$ cat src/hdl/rhh_fifo.sv
// Two-entry queue between the hashing front end and the table sequencer.
module rhh_fifo #(
  parameter int WIDTH = 8
) (
  input  logic             clk,
  input  logic             rst,
  input  logic             push,
  output logic             not_full,
  input  logic [WIDTH-1:0] wdata,
  input  logic             pop,
  output logic             not_empty,
  output logic [WIDTH-1:0] rdata
);

  logic [WIDTH-1:0] entry [2];
  logic             wptr;
  logic             rptr;
  logic [1:0]       used;

  assign not_full  = (used != 2'd2);
  assign not_empty = (used != 2'd0);
  assign rdata     = entry[rptr];

  always_ff @(posedge clk) begin
    if (push && not_full) begin
      entry[wptr] <= wdata;
    end
    if (rst) begin
      wptr <= 1'b0;
      rptr <= 1'b0;
      used <= 2'd0;
    end else begin
      if (push && not_full) begin
        wptr <= ~wptr;
      end
      if (pop && not_empty) begin
        rptr <= ~rptr;
      end
      used <= used + 2'((push && not_full) ? 1 : 0) - 2'((pop && not_empty) ? 1 : 0);
    end
  end

endmodule

$ cat config.mk
export PLATFORM = sky130hd
export DESIGN_NAME = rhh_fifo
export DESIGN_NICKNAME = d
export VERILOG_FILES = /design/src/hdl/rhh_fifo.sv
export SDC_FILE = /design/constraint.sdc
export NUM_CORES = 1
export LEC_CHECK = 0
export BUFFER_PORTS_ARGS = -buffer_cell sky130_fd_sc_hd__buf_2
export CAP_MARGIN = 20
export CORE_MARGIN = 8
export CORE_UTILIZATION = 44
export CTS_CLUSTER_SIZE = 16
export DETAILED_ROUTE_END_ITERATION = 8
export PLACE_DENSITY = 0.67
export SLEW_MARGIN = 5
export SYNTH_ARGS = -nofsm -noshare
export SYNTH_HDL_FRONTEND = slang
export SYNTH_SLANG_ARGS = --single-unit
export TNS_END_PERCENT = 100
$ cat constraint.sdc
create_clock -name clk -period 1.6 [get_ports clk]
set_input_delay 0.08 -clock clk [delete_from_list [all_inputs] [get_ports clk]]
set_output_delay 0.08 -clock clk [all_outputs]
set_load 0.05 [all_outputs]
==> results.cfg, run 1 <==
[clock_network]
clockBufferDepth = 2
clk_latency_ps = 290
cts_root_buf = clkbuf_4
clk_pin_slew_ps = 110
cts_sinks = 21
htreeDepth = 1
numCtsBuffers = 3
cts_tree = yes

[sta]
period_share_pct = 94.22
worst_hold_slack_ps = 31.00
layout_min_cycle_time_ps = 1508
fmax_ghz = 0.6633
timing.slew.headroom_pct = 75.00
hold_violations = 0
worst_slew_pin_slew_ps = 375.1
finalSetupViolations = 0
timing.setup.tns_ps = 0
clock_skew_ps = 6.396
slew_viol_final = 0

[logic_synthesis]
synth_nets = 63
netlist_area_sq_um = 813.3
ys_seq_area_share_pct = 71.38
syn-instance-count = 49
ys_ff_latch = 21
synth_warnings = 0
avgSynthCellArea_sq_um = 16.60
synthDistinctLibCells = 16

[layout]
diodes = 0
final_cell_mix = buf_2, edfxtp_1, mux2_1, dlygate4sd3_1, nor2_1
post-route-util_pct = 64.86
fillers = 154
multi_input_area_sq_um = 255.2
area_growth_pct = 37.69
drive_above_1_share_pct = 42.35
seqCellArea_sq_um = 588.1
nets = 100
final_common_cell = buf_2

[route]
drc_errors = 0
wl_per_cell_microns = 12.10
drt_iter0_drc = 9
firstDrtPassIters = 4
num_vias = 498
drt_wl_total_microns = 1331
antenna_left = 0
viasPerCell = 4.527

[global_routing]
grt.overflow.total = 0
antenna_found_initial = 0
grt_max_degree = 12
grt_pass1_wl_microns = 2221
grt_pass1_vias = 517
track_usage_pct = 8.569

[worst_setup_path]
worstSetupStartpointType = flip-flop
worstSetupEndpointType = flip-flop
path_class = flip-flop to flip-flop
worstPathRequired_ps = 1780
cp.arrival_ps = 1690
cp_max_fo = 3

[die]
initial_utilization_pct = 47.10
dieArea_sq_mm = 0.003480
die_width_microns = 58.99
row_count = 15
ios = 22
die_y_microns = 58.99
core_sq_mm = 0.001727

[status]
status = complete, no violations

[pwr]
ir_worst_vdd_mv = 1.045
leakagePower_nw = 0.4518
powerDensity_mw_per_mm2 = 1593

[job]
cap_violations = 0

[placed_design]
place_hpwl_microns = 931.2
gp_congestion = 0.6442
port_buffers = 21

[min_path]
hold_class = primary input to flip-flop
layer usage:
layer	share of wire [%]	global-route usage (%)
met1	45	9.149
met3	4.7	3.037
met2	50	14.17
met4	0.90	5.119
met5	0	0
critical path, stage by stage, from the launching register on:
cell,delay (ps)
dfxtp_4,360
o21a_4,220
ha_4,250
inv_1,40
ha_2,170
xor2_1,160
xnor2_1,150
nor2_1,60
cells by family (layout without fill, tap and decap cells):
family	after synthesis	count (layout)	synth area share, %
AND/OR/NAND/NOR	11	11	7.232
AO/OA/AOI/OAI	1	1	1.077
multiplexers	9	9	12.92
XOR/XNOR	3	3	3.231
flip-flops	21	21	71.39
buffers and inverters	2	38	1.076
adder cells (fa/ha/maj)	2	2	3.076
flip-flops by register name, indices dropped and copies added, names as in the netlist, named ones only:
register  flops
entry        16
used          2
rptr          1
wptr          1
per-stage QoR:
step,worst slack [ps],power [mW],std cells,area [sq um]
6_report,92.42,1.784,110,1120
3_5_place_dp,43.62,1.469,95,957.2
3_3_place_gp,91.14,1.463,95,957.2
4_1_cts,19.52,1.722,107,1064
5_1_grt,-2.456,1.899,110,1120
2_1_floorplan,24.13,1.320,49,818.3
repair_timing:
action	CTS	global route
buffers inserted	0	3
setup endpoints to repair	0	1
endpoints found under the hold margin	16	0
hold buffers	8	0
gates resized for setup	0	8
final cells by class:
cell class,instances,area share [%]
Timing Repair Buffer,33,19.22
Clock buffer,4,2.346
Inverter,1,0.3352
Sequential cell,21,52.51
Multi-Input combinational cell,26,22.79
Tap cell,25,2.793
worst paths after layout:
| kind | slack [ps] | cells after the start | start | to |
|---|---|---|---|---|
| setup / recovery | 90 | 7 | used[0] | used[1] |
| hold reg to reg | 530 | 2 | rptr | rptr |
| setup reg to reg | 90 | 7 | used[0] | used[1] |
| hold / removal | 30 | 2 | rst | rptr |
cell usage after synthesis:
cell / instances / area share (%)
ha_1: 2 / 3.1
inv_1: 1 / 0.46
nor2_1: 5 / 2.3
or2_1: 1 / 0.77
nand2b_2: 1 / 1.1
xnor2_1: 2 / 2.2
mux2_4: 1 / 1.8
nor2b_1: 2 / 1.5
xor2_1: 1 / 1.1
nand2_2: 1 / 0.77
and3_1: 1 / 0.77
edfxtp_1: 16 / 59
buf_2: 1 / 0.61
o21a_2: 1 / 1.1
mux2_1: 8 / 11
dfxtp_1: 5 / 12
where the power goes:
part           leakage [nW]  total [mW]  internal [mW]  switching, mW
Combinational         0.245       0.776          0.289          0.487
Sequential            0.192       0.772          0.706         0.0665
Clock                0.0150       0.236         0.0968          0.139
No activity file was read; power rests on OpenSTA's default activity.
==> run 2: changes to the inputs <==
HOLD_SLACK_MARGIN = 0.12   (was unset)
==> run 2 against run 1 <==
Wire length rose by 0.75%. Via count rose by 0.40%. Global-route usage rose by 0.090 points. Hold slack improved by 120 ps. Final area rose by 0.89%. Largest power group unchanged. Highest routed layer unchanged.
==> results.cfg, run 2 (same netlist as run 1, synthesis figures left out) <==
[worst_setup_path]
cp.arrival_ps = 1690
worstPathRequired_ps = 1780
path_class = flip-flop to flip-flop
worstSetupEndpointType = flip-flop
path_cells = o21a_4 > ha_4 > inv_1 > ha_2 > xor2_1 > xnor2_1 > nor2_1
cp_slowest_stage_delay_ps = 360
critPathSlowestCell = dfxtp_4
worstSetupStartpointType = flip-flop
cp_max_fo = 3

[die]
die_width_microns = 58.99
dieArea_sq_mm = 0.003480
core_sq_mm = 0.001727
ios = 22
die_y_microns = 58.99
row_count = 15
initial_utilization_pct = 47.10

[global_routing]
grt_pass1_vias = 522
track_usage_pct = 8.659
grt_pass1_wl_microns = 2249
antenna_found_initial = 0
grt.overflow.total = 0
grt_max_degree = 12

[layout]
drive_above_1_share_pct = 41.86
nets = 101
area_growth_pct = 38.92
post-route-util_pct = 65.43
fillers = 153
top_regs = entry x16, used x2
final_common_cell = buf_2
final_cell_mix = buf_2, edfxtp_1, dlygate4sd3_1
multi_input_area_sq_um = 255.2
largest_reg_flops = 16
seqCellArea_sq_um = 588.1
regMostFlops = entry
diodes = 0

[placed_design]
gp_congestion = 0.6442
place_hpwl_microns = 931.2
port_buffers = 21

[route]
num_vias = 500
drc_errors = 0
drt_wl_total_microns = 1341
viasPerCell = 4.505
wl_per_cell_microns = 12.08
firstDrtPassIters = 3
antenna_left = 0
drt_iter0_drc = 9

[sta]
period_share_pct = 94.22
clock_skew_ps = 6.242
hold_violations = 0
worst_slew_pin_slew_ps = 373.4
finalSetupViolations = 0
fmax_ghz = 0.6633
layout_min_cycle_time_ps = 1508
timing.setup.tns_ps = 0
timing.slew.headroom_pct = 75.10
slew_viol_final = 0

[clock_network]
cts_tree = yes
clk_latency_ps = 290
cts_sinks = 21
clk_pin_slew_ps = 110
htreeDepth = 1
numCtsBuffers = 3
cts_root_buf = clkbuf_4
clockBufferDepth = 2

[pwr]
leakagePower_nw = 0.4560
fin_total_pwr_mw = 1.785
ir_worst_vdd_mv = 1.045
powerDensity_mw_per_mm2 = 1580

[min_path]
hold_class = primary input to flip-flop

[job]
cap_violations = 0

[status]
status = complete, no violations
## run 2: report_power, final
| group | internal (mW) | leakage [nW] | switching, mW | total, mW |
|---|---|---|---|---|
| clock network | 0.0968 | 0.0150 | 0.139 | 0.235 |
| registers | 0.706 | 0.192 | 0.0665 | 0.772 |
| logic | 0.291 | 0.249 | 0.487 | 0.778 |
| total | 1.09 | 0.456 | 0.692 | 1.79 |
## run 2: area by class of cell
| cell class | count | share of cell area (%) |
|---|---|---|
| inverter | 1 | 0.3322 |
| multi-input combinational | 26 | 22.59 |
| sequential | 21 | 52.05 |
| timing repair buffer | 34 | 19.93 |
| tap | 25 | 2.769 |
| clock buffer | 4 | 2.326 |
## run 2: path summary, 6_finish.rpt
| check | from | to | slack (ps) | depth (start not counted) |
|---|---|---|---|---|
| setup / recovery | used[0] | used[1] | 90 | 7 |
| hold / removal | push | wptr | 150 | 3 |
| setup reg to reg | used[0] | used[1] | 90 | 7 |
| hold reg to reg | rptr | rptr | 530 | 2 |
## run 2: stage by stage
stage                     hold WS, ps  cell area, sq um  setup WS [ps]  instances
after floorplan                 151.6             818.3          24.13         49
after global placement          268.1             957.2          91.14         95
after detailed placement        271.7             957.2          43.62         95
after CTS                       144.6              1074          19.51        108
after global routing            129.2              1130         -2.456        111
final                           153.1              1130          92.42        111
## run 2: what timing repair did
action,in CTS,in global routing
setup endpoints to repair,0,1
buffers inserted,0,3
gates resized for setup,0,8
hold buffers,9,0
hold endpoints to repair,20,0
## run 2: per-layer routing
layer	global-route usage, %	wire [microns]
met5	0	0
met4	5.119	12
met3	3.254	68
met2	14.49	672
met1	9.021	588
## run 2: worst max-delay path: cells and delay by family (launching register included)
family | cells | cell delay (ps)
buf+inv | 1 | 40
simple gates | 1 | 60
compound gates | 1 | 220
flops | 1 | 360
xor+xnor | 2 | 310
fa+ha+maj | 2 | 420
