### src/hdl/rhh_pkg.sv
// Shared types and constants of the Robin Hood hash table unit.
package rhh_pkg;

  localparam logic [1:0] OP_PUT   = 2'd0;
  localparam logic [1:0] OP_GET   = 2'd1;
  localparam logic [1:0] OP_DEL   = 2'd2;
  localparam logic [1:0] OP_SPARE = 2'd3;

  localparam logic [2:0] ST_INSERTED = 3'd0;
  localparam logic [2:0] ST_UPDATED  = 3'd1;
  localparam logic [2:0] ST_FOUND    = 3'd2;
  localparam logic [2:0] ST_NOTFOUND = 3'd3;
  localparam logic [2:0] ST_DELETED  = 3'd4;
  localparam logic [2:0] ST_FULL     = 3'd5;

  localparam logic [0:0] REG_MISS_VALUE = 1'b0;
  localparam logic [0:0] REG_FILL_LIMIT = 1'b1;

  localparam logic [63:0] HASH_SEED = 64'h100;
  localparam logic [63:0] HASH_MULT = 64'd1111111111111111111;

  typedef enum logic [1:0] {F_IDLE, F_MUL, F_SUM, F_PUSH} front_state_t;

  typedef enum logic [4:0] {
    B_CLEAR, B_IDLE, B_FRD, B_FCHK, B_FKEY, B_ACT, B_GVAL, B_INS_RD, B_INS_CHK,
    B_DVAL, B_DLK, B_RPT, B_BS_RD, B_BS_CHK, B_DONE
  } back_state_t;

  typedef struct packed {
    logic [31:0] miss_value;
    logic [7:0]  fill_limit;
  } cfg_t;

endpackage

### src/hdl/rhh_front.sv
// Front end: accepts requests and computes the home slot by an iterative hash.
module rhh_front import rhh_pkg::*; #(
  parameter int KEY_BYTES  = 8,
  parameter int VALUE_BITS = 32,
  parameter int AW         = 8
) (
  input  logic                  clk,
  input  logic                  rst,
  input  logic                  in_valid,
  output logic                  in_ready,
  input  logic [1:0]            op,
  input  logic [63:0]           key,
  input  logic [VALUE_BITS-1:0] value,
  output logic                  q_push,
  input  logic                  q_not_full,
  output logic [1:0]            q_op,
  output logic [63:0]           q_key,
  output logic [VALUE_BITS-1:0] q_value,
  output logic [AW-1:0]         q_home
);

  localparam logic [63:0] KEY_MASK = {64{1'b1}} >> (64 - 8 * KEY_BYTES);
  localparam logic [31:0] ML = HASH_MULT[31:0];
  localparam logic [31:0] MH = HASH_MULT[63:32];

  front_state_t          state, state_next;
  logic [1:0]            op_r;
  logic [63:0]           key_r;
  logic [63:0]           sh;
  logic [VALUE_BITS-1:0] val_r;
  logic [63:0]           h;
  logic [3:0]            cnt;
  logic [63:0]           p_ll;
  logic [31:0]           p_x1;
  logic [31:0]           p_x2;
  logic [63:0]           x;

  assign x       = h ^ {56'b0, sh[7:0]};
  assign q_op    = op_r;
  assign q_key   = key_r;
  assign q_value = val_r;
  assign q_home  = h[AW-1:0];

  always_ff @(posedge clk) begin
    if (rst) begin
      state <= F_IDLE;
    end else begin
      state <= state_next;
    end
  end

  always_comb begin
    state_next = state;
    in_ready   = 1'b0;
    q_push     = 1'b0;
    unique case (state)
      F_IDLE: begin
        in_ready = 1'b1;
        if (in_valid) begin
          state_next = F_MUL;
        end
      end
      F_MUL: state_next = F_SUM;
      F_SUM: begin
        state_next = (cnt == 4'(KEY_BYTES - 1)) ? F_PUSH : F_MUL;
      end
      F_PUSH: begin
        q_push = 1'b1;
        if (q_not_full) begin
          state_next = F_IDLE;
        end
      end
      default: state_next = F_IDLE;
    endcase
  end

  // Each byte passes through F_MUL and F_SUM: the partial products of the 64-bit multiply,
  // then their sum modulo 2^64.
  always_ff @(posedge clk) begin
    unique case (state)
      F_IDLE: begin
        op_r  <= op;
        key_r <= key & KEY_MASK;
        sh    <= key & KEY_MASK;
        val_r <= value;
        h     <= HASH_SEED;
        cnt   <= 4'd0;
      end
      F_MUL: begin
        p_ll <= 64'(x[31:0]) * 64'(ML);
        p_x1 <= x[63:32] * ML;
        p_x2 <= x[31:0] * MH;
      end
      F_SUM: begin
        h   <= p_ll + {p_x1 + p_x2, 32'b0};
        sh  <= sh >> 8;
        cnt <= cnt + 4'd1;
      end
      default: begin
      end
    endcase
  end

endmodule

### config.mk
export PLATFORM = sky130hd
export DESIGN_NAME = rhh_front
export DESIGN_NICKNAME = d
export VERILOG_FILES = /design/src/hdl/rhh_pkg.sv /design/src/hdl/rhh_front.sv
export SDC_FILE = /design/constraint.sdc
export NUM_CORES = 1
export LEC_CHECK = 0
export BUFFER_PORTS_ARGS = -buffer_cell sky130_fd_sc_hd__clkbuf_2
export CAP_MARGIN = 20
export CORE_ASPECT_RATIO = 1.4
export CORE_MARGIN = 3
export CORE_UTILIZATION = 50
export DETAILED_ROUTE_END_ITERATION = 10
export PLACE_DENSITY = 0.78
export SLEW_MARGIN = 20
export SYNTH_ARGS = -nofsm -noshare
export SYNTH_HDL_FRONTEND = slang
export SYNTH_SLANG_ARGS = --single-unit
### constraint.sdc
create_clock -name clk -period 5.9 [get_ports clk]
set_input_delay 0.885 -clock clk [delete_from_list [all_inputs] [get_ports clk]]
set_output_delay 0.885 -clock clk [all_outputs]
set_load 0.1 [all_outputs]
==> metrics, run 1 <==
worst clock skew 0.007407 ns; Avg Synthesized Cell Area 15.15 µm²; post-cts repair resize count 0; Final Util about two thirds; DR pass1 iterations 4; drt initial violations 164; layout cell share with drive strength beyond 1 35.80%; crit path DAT 3.14 ns; Pwr Density 435.0 nW/µm²; worst hold slack 0.5057 ns; synth cell count leaders 182 x edfxtp_1, 169 x nand2_1, 17 x inv_1, 14 x ha_1, 13 x xnor2_1; CP Max Fanout 3; share of the synthesized area in the top cell type 78.77%; Root Driver clkbuf_16; Rows 50; slowest CP cell fa_1; post-CTS setup buffer count 0; total routed wirelength about 14 mm; Ant. Diodes 0; mapped cell area roughly 6900 µm²; peak supply drop 213.8 µV; All-Layer GR Usage 19.09%; final worst path period need 2.974 ns; Top FF cell, synth edfxtp_1; DR WL met3 725 µm; ratio of final minimum period to clock period between 50% and 60%; hold buffers post-CTS 0; top routing layer in use met4; initial core utilization about 52%; synth warn 0; Seq cells post-synth 184; gp weighted congestion 0.7726; remaining global-route overflow 0; wire per inst 16.25 µm; core area 13,450 µm²; Die Y 145.4 µm; first-pass GRT wire length 22.80 mm; DRT met1 WL ~5.4 mm; Fin. Hold Viols 0; CP max stage delay slightly above 0.4 ns; clock buffer count from CTS 17; Worst Path Class, Setup register to register; Final Max Tran Viols 0; Net Count, Synth about 580; Top delay family on crit path adder cells; initial antenna violation count 0; Max Cap Viol 0; critical path required time roughly 6 ns; Vias/cell about 4.8; Layout fillers 1,041; status finished clean; startpoint types register; critical-path cell list xnor2_1 -> inv_1 -> ha_1 -> xor2_1 -> ha_1 -> ha_1 -> inv_1 -> fa_1 -> inv_1 -> a21o_1 -> a21oi_1 -> xnor2_1; Max transition margin roughly a third; EDFF count, synth 182; Setup-failing EPs final 0; setup TNS 0 ns; Chip Width roughly 110 µm; leakage between 3 and 4 nW; top post-synthesis cells by area edfxtp_1 79%, nand2_1 9.1%, ha_1 2.5%; Detail Route Antenna Nets 0; Nets 797; metal2 WL 7.871 mm; detailed placement HPWL 10.08 mm; pin count of the biggest net entering global routing 79; number of distinct library cells after synthesis 23; Area Overhead vs Synth 26.60%; worst skew pair latency ~0.41 ns; H-Tree Depth 4; CTS tree built; Clock transition at path regs 0.07 ns; post-synthesis cell count 458; measured slew at the worst slew-check pin roughly 1.0 ns; port buffer count 209; RSZ-0062 raised after global routing no; fmax 336.3 MHz; most numerous cell in the Yosys netlist edfxtp_1; Longest Clk Path Bufs 2; Die Area 15,350 µm²; sequential fraction of the synthesis area about four fifths; DRC 0; via count 4,193; # IOs 210; crit path capture type register; Synth area leader edfxtp_1; crit path buf inv count 3; vias in the first global route 4,544; Post-synth ARST share 0%; Hold WC Path Type register to register; TritonCTS Sinks 184
-- report_power, final --
group | internal, mW | switching (mW) | total, mW
sequential | 1.64 | 0.0433 | 1.68
clock | 0.588 | 0.484 | 1.07
combinational | 0.265 | 0.804 | 1.07
total | 2.49 | 1.33 | 3.82
-- worst reg2reg max path, delay by kind of cell (launching register included) --
| family | cells | cell delay (ns) |
|---|---|---|
| flip-flops | 1 | 0.39 |
| AO/OA/AOI/OAI | 2 | 0.19 |
| XOR/XNOR | 3 | 0.66 |
| adder cells (fa/ha/maj) | 4 | 1.22 |
| buffers and inverters | 3 | 0.27 |
-- cell usage in the layout (no fill, tap or decap), drive strengths merged, types with 2 or more instances in the layout --
| cell | Yosys | routed |
|---|---|---|
| clkbuf | 6 | 228 |
| edfxtp | 182 | 182 |
| nand2 | 169 | 169 |
| inv | 17 | 22 |
| ha | 14 | 14 |
| xnor2 | 14 | 14 |
| and2 | 10 | 10 |
| nor2b | 9 | 9 |
| clkinv | 0 | 6 |
| xor2 | 5 | 5 |
| nor2 | 5 | 5 |
| buf | 8 | 5 |
| a21o | 4 | 4 |
| fa | 4 | 4 |
| a21oi | 3 | 3 |
| dfxtp | 2 | 2 |
-- final cells by class --
type	count	area, µm²	share of cell area (%)
inverter	17	65.06	0.7407
tap	182	227.7	2.593
multi-input combinational	243	1330	15.14
sequential	184	5505	62.68
clock inverter	13	118.9	1.353
clock buffer	19	432.9	4.929
timing repair buffer	214	1104	12.56
-- path summary, 6_finish.rpt --
path | startpoint | endpoint | slack, ns | cells past startpoint
setup / recovery | sh[2] | p_ll[7] | 2.93 | 12
hold / removal | sh[19] | sh[11] | 0.51 | 2
setup reg to reg | sh[2] | p_ll[7] | 2.93 | 12
hold reg to reg | sh[19] | sh[11] | 0.51 | 2
-- cell families after synthesis --
family,after synthesis,share of synthesized area (%)
AOI/OAI and AO/OA,10,0.9558
adders and majority gates,18,3.679
xor gates and xnor gates,20,2.994
DFF,184,79.35
buffers and inverters,31,1.731
and+or+nand+nor,195,11.29
-- flip-flops by register name (all words and copies together) (netlist names) --
signal / flops
q_key: 64
sh: 64
q_value: 32
h: 8
p_ll: 6
cnt: 4
p_x2: 2
q_op: 2
state: 2
-- metrics by stage --
| step | cells | worst slack, ns | area (µm²) | total power, mW |
|---|---|---|---|---|
| after CTS | 872 | 2.925 | 8783 | 3.854 |
| after global placement | 839 | 3.103 | 8204 | 2.734 |
| after detailed placement | 840 | 2.947 | 8232 | 2.784 |
| after global routing | 872 | 2.779 | 8783 | 3.975 |
| final | 872 | 2.926 | 8783 | 3.821 |
| after floorplan | 458 | 1.416 | 6940 | 2.575 |
-- layer usage --
layer / up-vias / track usage [%]
li1: 2019 / -
met1: 2034 / 21.60
met2: 125 / 35.47
met3: 15 / 4.439
met4: 0 / 5.768
met5: - / 0
No activity file was read; power rests on OpenSTA's default activity.
==> inputs of run 2 (changes only) <==
clock period = 3 ns   (was 5.9 ns; I/O delays follow)
==> run 2 against run 1 <==
Against the previous run: combinational power grew 110%; clock-buffer cell count is 1 lower; sequential power rose by 97%; worst hold slack got worse by 0.30 ns; non-clock buffer count up 1; largest power group unchanged.
==> metrics, run 2 (same netlist as run 1, synthesis figures left out) <==
gp weighted congestion 0.8093 (was 0.7726); Layout Cell Area excl Fill 8892 µm² (was 8783 µm²); fmax 358.2 MHz (was 336.3 MHz); Die Area 15,350 µm² (unchanged); Detail Route Antenna Nets 0 (unchanged); setup TNS 0 ns (unchanged); Top delay family on crit path adder cells (unchanged); r2r setup slk 0.21 ns (was 2.93 ns); crit path DAT 2.95 ns (was 3.14 ns); RSZ-0062 raised after global routing no (unchanged); CP max stage delay 0.42 ns (was 0.41 ns); H-Tree Depth 4 (unchanged); final cell count without fillers 869 (was 872); All-Layer GR Usage 19.14% (was 19.09%); most frequent cells in the layout 209 x clkbuf_2, 182 x edfxtp_1, 168 x nand2_1, 17 x clkbuf_16, 14 x inv_1 (was 209 x clkbuf_2, 182 x edfxtp_1, 168 x nand2_1, 17 x clkbuf_16, 16 x inv_1); Ant. Diodes 0 (unchanged); critical-path cell list xnor2_2 -> inv_2 -> ha_4 -> xor2_1 -> ha_1 -> ha_2 -> inv_2 -> fa_2 -> inv_1 -> a21o_1 -> a21oi_2 -> xnor2_1 (was xnor2_1 -> inv_1 -> ha_1 -> xor2_1 -> ha_1 -> ha_1 -> inv_1 -> fa_1 -> inv_1 -> a21o_1 -> a21oi_1 -> xnor2_1); Fin. Hold Viols 0 (unchanged); CTS tree built (unchanged); first-pass GRT wire length 22.60 mm (was 22.80 mm); remaining global-route overflow 0 (unchanged); leakage 3.939 nW (was 3.927 nW); initial antenna violation count 0 (unchanged); Area Overhead vs Synth 28.17% (was 26.60%); Setup crit start h[2] (was sh[2]); post-cts repair resize count 0 (unchanged); most common cell after layout, fill and taps aside clkbuf_2 (unchanged); Rows 50 (unchanged); drt initial violations 230 (was 164); critical path required time 3.16 ns (was 6.06 ns); status finished clean (unchanged); Setup-failing EPs final 0 (unchanged); layout cell share with drive strength beyond 1 37.85% (was 35.80%); clock buffer count from CTS 17 (unchanged); HP Start op[0] (was sh[19]); peak supply drop 549.7 µV (was 213.8 µV); Chip Width 105.6 µm (unchanged); pin count of the biggest net entering global routing 88 (was 79); TritonCTS Sinks 184 (unchanged); worst hold slack 0.2033 ns (was 0.5057 ns); Pwr Density 869.4 nW/µm² (was 435.0 nW/µm²); Final Util 66.11% (was 65.30%); startpoint types register (unchanged); DP Area 8315 µm² (was 8232 µm²); wire per inst 16.42 µm (was 16.25 µm); detailed placement HPWL 10.10 mm (was 10.08 mm); Worst path most repeated cell inv_2; Nets 798 (was 797); slowest CP cell edfxtp_1 (was fa_1); initial core utilization 51.58% (unchanged); Final Max Tran Viols 0 (unchanged); final worst path period need 2.792 ns (was 2.974 ns); crit path buf inv count 3 (unchanged); total routed wirelength 14.27 mm (was 14.17 mm); post-CTS setup buffer count 0 (unchanged); via count 4,168 (was 4,193); worst skew pair latency 0.42 ns (was 0.41 ns); CP Max Fanout 3 (unchanged); Worst Path Class, Setup register to register (unchanged); worst clock skew 0.01280 ns (was 0.007407 ns); hold buffers post-CTS 0 (unchanged); core area 13,450 µm² (unchanged); Hold WC Path Type input port to register (was register to register); Max transition margin 43.23% (was 33.28%); crit path capture type register (unchanged); # IOs 210 (unchanged); ratio of final minimum period to clock period 93.06% (was 50.40%); Placed Cells 841 (was 840); reg-to-reg critical path startpoint h[2] (was sh[2]); port buffer count 209 (unchanged); Vias/cell 4.796 (was 4.808); DR pass1 iterations 6 (was 4); measured slew at the worst slew-check pin 0.8484 ns (was 1.001 ns); vias in the first global route 4,262 (was 4,544); Die Y 145.4 µm (unchanged); Longest Clk Path Bufs 2 (unchanged); Root Driver clkbuf_16 (unchanged); DRC 0 (unchanged); Max Cap Viol 0 (unchanged); Clock transition at path regs 0.07 ns (about the same)
## run 2: changes by cell type in the layout (fill, tap and decap cells not counted), moves of 3 or more
| cell | change |
|---|---|
| ha_4 | +3 |
| xor2_2 | +3 |
| xor2_1 | -3 |
| ha_1 | -4 |
## run 2: path summary, 6_finish.rpt
| path | to | cells past startpoint |
|---|---|---|
| worst min register to register | sh[32] | 2 |
| worst max register to register | p_ll[7] | 12 |
| worst max-delay path | p_ll[7] | 12 |
| worst min-delay path | q_op[0] | 1 |
## run 2: stage by stage
stage,worst slack [ns],total power [mW]
after floorplan,-0.1127,5.167
after global placement,0.3757,5.501
after detailed placement,0.2378,5.589
after CTS,0.2072,7.803
after global routing,0.06947,8.056
final,0.2083,7.731
## run 2: report_power, final
part           switching (mW)  internal, mW  leakage [nW]
clock                   0.901          1.30         0.271
sequential             0.0931          3.22          1.87
combinational            1.62         0.594          1.80
total                    2.62          5.11          3.94
## run 2: area by class of cell
cell class / count / area, µm²
Inverter: 17 / 65.06
Sequential cell: 184 / 5505
Fill cell: 1006 / 4558
Clock buffer: 18 / 429.2
Timing Repair Buffer: 215 / 1104
Clock inverter: 10 / 147.6
Tap cell: 182 / 227.7
Multi-Input combinational cell: 243 / 1414
## run 2: metal layers
layer	vias up	track usage [%]	part of all wire, %
met2	146	32.79	53
met4	0	7.323	2.3
met5	-	0	0
met1	1984	23.60	39
met3	26	4.483	5.6
li1	2012	-	-
==> inputs of run 3 (changes only) <==
clock period = 3.4 ns   (was 3 ns; I/O delays follow)
==> run 3 against run 2 <==
Against the previous run: critical path depth is the same; critical endpoint unchanged; critical path type unchanged; largest power group unchanged; register-to-register slack improved by 0.20 ns; setup slack improved by 0.20 ns.
==> metrics, run 3 (same netlist as run 1, synthesis figures left out) <==
CTS tree built (unchanged); measured slew at the worst slew-check pin 1.011 ns (was 0.8484 ns); power share of the clock group 30.2% (was 28.5%); Setup-failing EPs final 0 (unchanged); DRC 0 (unchanged); via count 4,230 (was 4,168); worst skew pair latency 0.42 ns (about the same); slowest CP cell edfxtp_1 (unchanged); Layout fillers 995 (was 1,006); most frequent cells in the layout 209 x clkbuf_2, 182 x edfxtp_1, 168 x nand2_1, 17 x clkbuf_16, 16 x inv_1 (was 209 x clkbuf_2, 182 x edfxtp_1, 168 x nand2_1, 17 x clkbuf_16, 14 x inv_1); vias in the first global route 4,473 (was 4,262); # IOs 210 (unchanged); Logic pwr share 27.2% (was 28.7%); status finished clean (unchanged); Int Power 4.495 mW (was 5.114 mW); Chip Width 105.6 µm (unchanged); Clock transition at path regs 0.07 ns (about the same); Nets 797 (was 798); Reg power frac 42.6% (was 42.8%); port buffer count 209 (unchanged); pin count of the biggest net entering global routing 99 (was 88); most common cell after layout, fill and taps aside clkbuf_2 (unchanged); RSZ-0062 raised after global routing no (unchanged); critical path required time 3.57 ns (was 3.16 ns); core area 13,450 µm² (unchanged); post-CTS setup buffer count 0 (unchanged); switching share of total power 34.34% (was 33.85%); Die Area 15,350 µm² (unchanged); final worst path period need 2.992 ns (was 2.792 ns); critical-path cell list xnor2_1 -> inv_1 -> ha_1 -> xor2_1 -> ha_1 -> ha_1 -> inv_1 -> fa_1 -> inv_1 -> a21o_1 -> a21oi_1 -> xnor2_1 (was xnor2_2 -> inv_2 -> ha_4 -> xor2_1 -> ha_1 -> ha_2 -> inv_2 -> fa_2 -> inv_1 -> a21o_1 -> a21oi_2 -> xnor2_1); remaining global-route overflow 0 (unchanged); ratio of final minimum period to clock period 88.01% (was 93.06%); fmax 334.2 MHz (was 358.2 MHz); worst clock skew 0.008436 ns (was 0.01280 ns); CP Max Fanout 3 (unchanged); Max Cap Viol 0 (unchanged); TritonCTS Sinks 184 (unchanged); crit path capture type register (unchanged); hold buffers post-CTS 0 (unchanged); peak supply drop 371.8 µV (was 549.7 µV); DR pass1 iterations 4 (was 6); Root Driver clkbuf_16 (unchanged); crit path DAT 3.16 ns (was 2.95 ns); wire per inst 16.65 µm (was 16.42 µm); setup TNS 0 ns (unchanged); total routed wirelength 14.52 mm (was 14.27 mm); detailed placement HPWL 10.31 mm (was 10.10 mm); Area Overhead vs Synth 27.84% (was 28.17%); Rows 50 (unchanged); startpoint types register (unchanged); Longest Clk Path Bufs 2 (unchanged); Ant. Diodes 0 (unchanged); clock buffer count from CTS 17 (unchanged); gp weighted congestion 0.8820 (was 0.8093); post-cts repair resize count 0 (unchanged); initial core utilization 51.58% (unchanged); CP max stage delay 0.42 ns (about the same); Final Util 65.94% (was 66.11%); Net Sw Power 2.351 mW (was 2.617 mW); drt initial violations 204 (was 230); H-Tree Depth 4 (unchanged); Fin. Hold Viols 0 (unchanged); Vias/cell 4.851 (was 4.796); initial antenna violation count 1 (was 0); Max transition margin 32.61% (was 43.23%); leakage 3.964 nW (was 3.939 nW); Final Max Tran Viols 0 (unchanged); layout cell share with drive strength beyond 1 36.38% (was 37.85%); Worst Path Class, Setup register to register (unchanged); Hold WC Path Type input port to register (unchanged); first-pass GRT wire length 23.04 mm (was 22.60 mm); All-Layer GR Usage 19.57% (was 19.14%); Detail Route Antenna Nets 0 (unchanged); Pwr Density 771.7 nW/µm² (was 869.4 nW/µm²); Die Y 145.4 µm (unchanged)
[run 3: final cells by class]
class | instances | area (µm²) | area share [%]
Clock buffer | 17 | 425.4 | 4.796
Clock inverter | 15 | 207.7 | 2.342
Inverter | 17 | 65.06 | 0.7335
Multi-Input combinational cell | 243 | 1330 | 15.00
Sequential cell | 184 | 5505 | 62.07
Tap cell | 182 | 227.7 | 2.567
Timing Repair Buffer | 214 | 1109 | 12.50
[run 3: metrics by stage]
stage | hold WS, ns | instance area, µm² | power [mW] | std cells | setup slack (ns)
2_1_floorplan | 0.4836 | 6945 | 4.463 | 458 | 0.1322
3_3_place_gp | 0.4886 | 8237 | 4.756 | 840 | 0.6059
3_5_place_dp | 0.4918 | 8237 | 4.839 | 840 | 0.4212
4_1_cts | 0.2456 | 8870 | 6.912 | 872 | 0.4013
5_1_grt | 0.2392 | 8870 | 7.130 | 872 | 0.2436
6_report | 0.2603 | 8870 | 6.845 | 872 | 0.4077
[run 3: final timing paths]
path / startpoint / cells after the start / end / slack (ns)
max: h[2] / 12 / p_ll[7] / 0.41
min: value[22] / 1 / q_value[22] / 0.26
max reg2reg: h[2] / 12 / p_ll[7] / 0.41
min reg2reg: sh[13] / 2 / sh[5] / 0.51
[run 3: metal layers]
layer  vias to the layer above  share of wire (%)  GRT usage (%)
met4                         2                3.1          8.490
met2                       127                 54          34.45
met1                      2056                 37          22.53
met5                         -              0.069              0
li1                       2018                  -              -
met3                        27                5.4          4.927
[run 3: power groups by stage]
stage	clock, mW	sequential [mW]	combinational [mW]
6_report	2.07	2.92	1.86
5_1_grt	2.21	2.94	1.98
4_1_cts	2.11	2.92	1.88
3_5_place_dp	0	2.97	1.87
3_3_place_gp	0	2.96	1.80
2_1_floorplan	0	3.83	0.631
[run 3: worst max-delay path, delay by kind of cell, from the launching register on]
family | cells | cell delay (ns)
buf+inv | 3 | 0.27
flops | 1 | 0.42
xor+xnor | 3 | 0.65
fa+ha+maj | 4 | 1.21
compound gates | 2 | 0.19
